--- src/design/hsrag_pkg.sv ---
// shared types and codes for the hyperslab run address generator
`default_nettype none
package hsrag_pkg;

  localparam int MAX_DIMS_DEF = 8;

  typedef enum logic [1:0] {
    KIND_LOAD  = 2'd0,
    KIND_START = 2'd1,
    KIND_NEXT  = 2'd2,
    KIND_NONE  = 2'd3
  } kind_t;

  typedef enum logic [2:0] {
    STAT_RUN       = 3'd0,
    STAT_ACCEPT    = 3'd1,
    STAT_BAD_COORD = 3'd2,
    STAT_BAD_EDGE  = 3'd3,
    STAT_IDLE      = 3'd4
  } status_t;

  typedef enum logic [1:0] {
    CFG_BASE       = 2'd0,
    CFG_REC_STRIDE = 2'd1,
    CFG_HAS_REC    = 2'd2,
    CFG_NUM_DIMS   = 2'd3
  } cfg_idx_t;

  typedef enum logic [3:0] {
    S_FETCH,
    S_CHK,
    S_CHKREC,
    S_EDGE,
    S_PMUL,
    S_PADD,
    S_ZERO,
    S_OMUL,
    S_OADD,
    S_RIP,
    S_OUT
  } fsm_t;

  typedef struct packed {
    kind_t       kind;
    logic [2:0]  dim_index;
    logic [31:0] start_index;
    logic [31:0] edge_length;
    logic [31:0] dim_extent;
    logic [39:0] dim_stride;
    logic        is_write;
  } item_t;

  typedef struct packed {
    logic [47:0] offset;
    logic [31:0] run_count;
    logic        last;
    status_t     status;
  } res_t;

  typedef struct packed {
    logic [47:0] base_offset;
    logic [39:0] record_stride;
    logic        has_record_dim;
    logic [3:0]  num_dims;
  } cfg_t;

endpackage
`default_nettype wire

--- src/design/hsrag_front.sv ---
// front end: accepts items into a two-entry queue
`default_nettype none
module hsrag_front (
  input  wire                 clk,
  input  wire                 rst,
  input  wire                 in_valid,
  output logic                in_ready,
  input  hsrag_pkg::item_t    in_item,
  output logic                q_valid,
  input  wire                 q_pop,
  output hsrag_pkg::item_t    q_item
);
  import hsrag_pkg::*;

  item_t      q [2];
  logic       wptr;
  logic       rptr;
  logic [1:0] count;
  logic       push;

  assign in_ready = (count != 2'd2);
  assign push     = in_valid && in_ready;
  assign q_valid  = (count != 2'd0);
  assign q_item   = q[rptr];

  always_ff @(posedge clk) begin
    if (push) begin
      q[wptr] <= in_item;
    end
    if (rst) begin
      wptr  <= 1'b0;
      rptr  <= 1'b0;
      count <= 2'd0;
    end else begin
      if (push) begin
        wptr <= ~wptr;
      end
      if (q_pop) begin
        rptr <= ~rptr;
      end
      count <= count + {1'b0, push} - {1'b0, q_pop};
    end
  end
endmodule
`default_nettype wire

--- config.mk ---
export PLATFORM = sky130hd
export DESIGN_NAME = hsrag_front
export DESIGN_NICKNAME = d
export VERILOG_FILES = /design/src/design/hsrag_pkg.sv /design/src/design/hsrag_front.sv
export SDC_FILE = /design/constraint.sdc
export NUM_CORES = 1
export LEC_CHECK = 0
export BUFFER_PORTS_ARGS = -buffer_cell sky130_fd_sc_hd__buf_2
export CORE_UTILIZATION = 52
export DETAILED_ROUTE_END_ITERATION = 10
export HOLD_SLACK_MARGIN = 0.05
export PLACE_DENSITY = 0.79
export SYNTH_ARGS = -nofsm -noshare
export SYNTH_HDL_FRONTEND = slang
export SYNTH_SLANG_ARGS = --single-unit
--- constraint.sdc ---
create_clock -name clk -period 5.7 [get_ports clk]
set_input_delay 0.57 -clock clk [delete_from_list [all_inputs] [get_ports clk]]
set_output_delay 0.57 -clock clk [all_outputs]
set_load 0.03 [all_outputs]
==> results of run 1 <==
## layer usage
layer / up-vias / track usage (%)
li1: 2504 / -
met1: 2671 / 19.8
met2: 228 / 32.4
met3: 44 / 5.93
met4: 0 / 7.26
met5: - / 0
## logic make-up after synthesis
group / share of synthesized area [%]
compound gates: 0.297
buf+inv: 1.44
flops: 82.0
xor+xnor: 0.167
mux: 15.2
fa+ha+maj: 0.119
simple gates: 0.750
## cell usage in the layout, fill, tap and decap left out, types with 2 or more instances in the layout
master,netlist,final
mux2_2,62,62
buf_4,0,5
clkbuf_8,0,2
clkbuf_16,0,29
clkinv_2,0,5
buf_2,7,289
xnor2_1,2,2
edfxtp_1,284,284
nand4_1,2,2
clkinv_1,0,6
nor2_1,3,3
inv_6,0,2
mux2_1,80,80
inv_1,4,3
dfxtp_1,5,4
clkbuf_1,0,9
diode_2,0,3
## worst register-to-register path, delay by kind of cell, from the launching register on
kind / cells / cell delay (ps)
buf+inv: 2 / 1400
simple gates: 2 / 460
flops: 1 / 380
## final cells by class
type / instances / area, um2
flip-flops and latches: 289 / 8630
inverters: 4 / 20.0
repair buffers: 294 / 1480
clock inverters: 14 / 93.8
multi-input cells: 162 / 1740
clock buffers: 40 / 787
well taps: 265 / 332
diodes: 3 / 7.51
fillers: 1343 / 6550
## path summary, 6_finish.rpt
| check | startpoint | endpoint | slack, ps | cells past startpoint |
|---|---|---|---|---|
| setup / recovery | flip-flop | q_item[75] | 2610 | 3 |
| hold / removal | in_item[64] | q[0][64] | 220 | 1 |
| setup reg to reg | count[0] | q[0][11] | 3050 | 4 |
| hold reg to reg | rptr | flip-flop | 520 | 2 |
## registers in the layout, summed over array words and instances, names as in the netlist, named ones only
signal  cells
count       2
q         284
rptr        1
wptr        1
## power by group
group / switching [mW] / leakage, nW / internal (mW)
Combinational: 0.543 / 1.78 / 0.249
Sequential: 0.0505 / 2.69 / 2.55
Clock: 0.724 / 0.430 / 1.01
## per-stage QoR
stage	hold slack, ps	utilization (%)	power [mW]
after floorplan	480	-	3.20
after CTS	201	66.6	5.17
after global routing	198	66.6	5.30
final	224	66.7	5.12
after detailed placement	496	62.1	3.44
after global placement	500	62.1	3.41
==> impl_metrics.env, run 1 <==
export IMPL_portBuffers=289
export IMPL_insertion_delay_ps=530
export IMPL_cpPeakStageDelay_ps=680
export IMPL_wl_met3_um=1800
export IMPL_synth_top_flop_cell="edfxtp_1"
export IMPL_critPathKind="reg -> out"
export IMPL_clkSinkCount=289
export IMPL_worstPathArrival_ps=2520
export IMPL_place_hpwl_um=13300
export IMPL_hold_buffers=0
export IMPL_fmax_ghz=0.323
export IMPL_initial_utilization_pct=53.5
export IMPL_slew_headroom_pct=45.0
export IMPL_instances_no_fill=1071
export IMPL_root_buffer="clkbuf_16"
export IMPL_slew_violations=0
export IMPL_antenna_left=0
export IMPL_yosys_area_top_type_share_pct=81.1
export IMPL_critPathBufInv=2
export IMPL_cts_tree="built"
export IMPL_crit_family="buffers and inverters"
export IMPL_status="finished clean"
export IMPL_top_layer_used="met4"
export IMPL_netlist_top_cells_area="edfxtp_1 81%, mux2_1 8.6%, mux2_2 6.6%"
export IMPL_grt_max_degree=90
export IMPL_maxCapViolations=0
export IMPL_layout_drive_gt1_share_pct=49.8
export IMPL_grt_pass1_vias=5595
export IMPL_ys_ff_latch=289
export IMPL_synth_edff_count=284
export IMPL_design_area_um2=13100
export IMPL_min_period_ps=3090
export IMPL_overflow=0
export IMPL_rsz0062_at_grt="false"
export IMPL_syn_area_per_cell_um2=22.3
export IMPL_die_y_um=144
export IMPL_tightestPinTransition_ps=825
export IMPL_critical_path_peak_fanout=57
export IMPL_p_leak_nw=4.90
export IMPL_synth_most_common_cell="edfxtp_1"
export IMPL_vias=5447
export IMPL_tns_ps=0
export IMPL_synth_cell_types=23
export IMPL_peakVddDrop_uv=347
export IMPL_core_rowCount=51
export IMPL_hold_violations=0
export IMPL_setup_viol_count_final=0
export IMPL_layout_nets=927
export IMPL_vias_per_cell=5.09
export IMPL_avgRoutedWirePerCell_um=18.6
export IMPL_clk_pin_slew_ps=60
export IMPL_die_x_um=144
export IMPL_ys_top_cells_by_count="284 x edfxtp_1, 80 x mux2_1, 62 x mux2_2"
export IMPL_io_pins=290
export IMPL_drt_total_wl_um=19900
export IMPL_coreArea_um2=19700
export IMPL_grt_first_pass_wirelength_um=28400
export IMPL_fin_crit_sh_pct=54.2
export IMPL_gp_congestion=0.771
export IMPL_numCtsBuffers=29
export IMPL_dr_wl_met2_um=10200
export IMPL_synth_top_cell_by_area="edfxtp_1"
export IMPL_worstPathRequired_ps=5130
export IMPL_drc=0
export IMPL_hold_class="in -> reg"
export IMPL_worstSetupEndpointType="primary output"
export IMPL_placed_area_um2=12200
export IMPL_crit_path_top_delay_cell="buf_4"
export IMPL_dp_cells=1014
export IMPL_ys_seq_area_share_pct=82.0
export IMPL_drtIter0Drc=211
export IMPL_cp_cell_sequence="buf_4 > mux2_1 > buf_2"
export IMPL_grt_antenna_before_repair=3
export IMPL_clk_path_buf_depth=3
export IMPL_synth_nets=618
export IMPL_setup_slack_ps=2610
export IMPL_grtUsageTotal_pct=18.1
export IMPL_cts_setup_buffers=0
export IMPL_htree_levels=1
export IMPL_ys_warn_count=0
export IMPL_async_flop_share_pct=0
export IMPL_worstSetupStartpointType="flip-flop"
export IMPL_finClkSkew_ps=9.47
export IMPL_synth_area_um2=10500
export IMPL_postCtsResizedCells=0
export IMPL_die_area_um2=20800
export IMPL_area_growth_syn_to_layout_pct=24.5
export IMPL_dr_pass1_iters=5
export IMPL_synthCells=471
export IMPL_m1WireLength_um=7240
export IMPL_dp_slack_ps=2960
export IMPL_pwr_density_cell_nw_per_um2=391
(Power assumes the default switching activity.)
==> run 2, diff against run 1 <==
ABC_AREA = 1   (was default)
CORE_UTILIZATION = 47   (was 52)
PLACE_DENSITY = 0.75   (was 0.79)
clock period = 2.6 ns   (was 5.7 ns; I/O delays follow)
==> impl_metrics.env, run 2 <==
export IMPL_hp_start="in_item[9]"
export IMPL_synthCells=474
export IMPL_fillers=1458
export IMPL_layout_nets=1084
export IMPL_drc=0
export IMPL_pwr_density_cell_nw_per_um2=798
export IMPL_seq_area_um2=8630
export IMPL_slew_violations=0
export IMPL_ys_ff_latch=289
export IMPL_reg2regPathDepth=5
export IMPL_postCtsResizedCells=0
export IMPL_ys_warn_count=0
export IMPL_clk_pin_slew_ps=60
export IMPL_peakVddDrop_uv=660
export IMPL_cts_setup_buffers=0
export IMPL_synth_top_cell_by_area="edfxtp_1"
export IMPL_clkSinkCount=289
export IMPL_status="finished clean"
export IMPL_grt_antenna_before_repair=0
export IMPL_maxCapViolations=0
export IMPL_grt_pass1_vias=6660
export IMPL_r2r_end="q[1][93]"
export IMPL_p_leak_nw=5.91
export IMPL_async_flop_share_pct=0
export IMPL_root_buffer="clkbuf_16"
export IMPL_finClkSkew_ps=19.5
export IMPL_synth_edff_count=284
export IMPL_gp_congestion=0.711
export IMPL_clk_path_buf_depth=3
export IMPL_grt_max_degree=79
export IMPL_r2r_slack_ps=1060
export IMPL_hold_violations=0
export IMPL_portBuffers=289
export IMPL_rr_startpoint="count[0]"
export IMPL_ys_top_cells_by_count="284 x edfxtp_1, 80 x mux2_4, 62 x mux2_2"
export IMPL_hold_class="in -> reg"
export IMPL_synth_top_flop_cell="edfxtp_1"
export IMPL_synth_most_common_cell="edfxtp_1"
export IMPL_slew_headroom_pct=70.2
export IMPL_io_pins=290
export IMPL_synth_area_um2=10800
export IMPL_fin_crit_sh_pct=91.6
export IMPL_placed_area_um2=12700
export IMPL_initial_utilization_pct=47.8
export IMPL_multi_input_area_um2=2030
export IMPL_die_y_um=154
export IMPL_overflow=0
export IMPL_design_area_um2=15100
export IMPL_largest_register="q"
export IMPL_die_area_um2=23600
export IMPL_min_period_ps=2380
export IMPL_worstSetupStartpointType="flip-flop"
export IMPL_netlist_top_cells_area="edfxtp_1 79%, mux2_4 11%, mux2_2 6.5%"
export IMPL_critPathKind="reg -> out"
export IMPL_n_antenna_cell=0
export IMPL_hold_slack_ps=444
export IMPL_largestRegisters="q x284, count x2"
export IMPL_grtUsageTotal_pct=19.0
export IMPL_vias_per_cell=4.86
export IMPL_synth_cell_types=13
export IMPL_syn_area_per_cell_um2=22.8
export IMPL_htree_levels=1
export IMPL_insertion_delay_ps=530
export IMPL_final_common_cell="buf_2"
export IMPL_holdPathStages=2
export IMPL_die_x_um=154
export IMPL_layout_drive_gt1_share_pct=51.1
export IMPL_area_growth_syn_to_layout_pct=40.0
export IMPL_vias=6048
export IMPL_drt_total_wl_um=22800
export IMPL_cts_tree="built"
export IMPL_worstPathArrival_ps=2120
export IMPL_dr_pass1_iters=4
export IMPL_place_hpwl_um=13100
export IMPL_setup_viol_count_final=0
export IMPL_whs_endpoint="q[0][9]"
export IMPL_largest_reg_flops=284
export IMPL_synth_nets=621
export IMPL_grt_first_pass_wirelength_um=34800
export IMPL_fmax_ghz=0.420
export IMPL_worstSetupEndpointType="primary output"
export IMPL_numCtsBuffers=29
export IMPL_worstPathRequired_ps=2340
export IMPL_rsz0062_at_grt="false"
export IMPL_tightestPinTransition_ps=448
export IMPL_yosys_area_top_type_share_pct=79.0
export IMPL_layout_common_cells="289 x buf_2, 284 x edfxtp_1, 146 x dlygate4sd3_1"
export IMPL_antenna_left=0
export IMPL_core_rowCount=55
export IMPL_avgRoutedWirePerCell_um=18.3
export IMPL_ys_seq_area_share_pct=79.9
export IMPL_coreArea_um2=22600
export IMPL_critical_path_peak_fanout=27
export IMPL_drtIter0Drc=252
run 2: layout make-up:
type	instances	area share, %
inverters	6	0.149
clock inverters	18	1.42
well taps	285	2.36
repair buffers	448	20.5
flip-flops and latches	289	57.1
clock buffers	36	4.97
multi-input cells	163	13.4
run 2: kinds of logic (layout without fill, tap and decap cells):
| logic type | count (synthesis) | after routing | share of synthesized area, % |
|---|---|---|---|
| multiplexers | 142 | 142 | 17.6 |
| buffers and inverters | 22 | 508 | 1.53 |
| AND/OR/NAND/NOR | 16 | 16 | 0.580 |
| flip-flops | 289 | 289 | 79.9 |
| adder cells (fa/ha/maj) | 1 | 1 | 0.116 |
| AO/OA/AOI/OAI | 2 | 2 | 0.0927 |
| XOR/XNOR | 2 | 2 | 0.162 |
run 2: timing repair:
| item | 4_1_cts | 5_1_grt |
|---|---|---|
| endpoints found under the hold margin | 289 | 0 |
| endpoints found under the setup margin | 0 | 0 |
| hold buffers | 146 | 0 |
run 2: how the worst max path moves through the flow:
stage	start	cells after the start	end
2_1_floorplan	count[0]	4	q[0][0]
3_3_place_gp	flip-flop	3	q_item[36]
3_5_place_dp	flip-flop	3	q_item[44]
4_1_cts	flip-flop	3	q_item[44]
5_1_grt	flip-flop	3	q_item[24]
6_report	flip-flop	3	q_item[26]
run 2: metal layers:
| metal | GRT usage [%] | share of wire (%) | up-vias |
|---|---|---|---|
| met1 | 21.1 | 38 | 2956 |
| met4 | 5.38 | 2.2 | 0 |
| met5 | 0 | 0 | - |
| met3 | 5.10 | 7.4 | 47 |
| met2 | 35.4 | 52 | 240 |
| li1 | - | - | 2805 |
run 2: where the power goes:
group / leakage (nW) / internal [mW] / switching, mW
clock network: 0.472 / 2.54 / 1.65
registers: 2.69 / 5.57 / 0.120
logic: 2.75 / 0.879 / 1.29
total: 5.91 / 9.00 / 3.06
run 2: through the flow:
stage	std cells	total power [mW]	setup slack, ps	TNS [ps]	utilization (%)
3_5_place_dp	1045	7.77	759	0	56.2
2_1_floorplan	474	7.17	-526	-146710	-
5_1_grt	1245	12.4	130	0	67.0
3_3_place_gp	1045	7.72	824	0	56.2
4_1_cts	1245	12.1	178	0	67.0
6_report	1245	12.1	217	0	67.0
run 2: critical path, stage by stage (launching register included):
cell and delay [ps]:
dfxtp_4 630, buf_4 380, mux2_2 380, buf_2 180
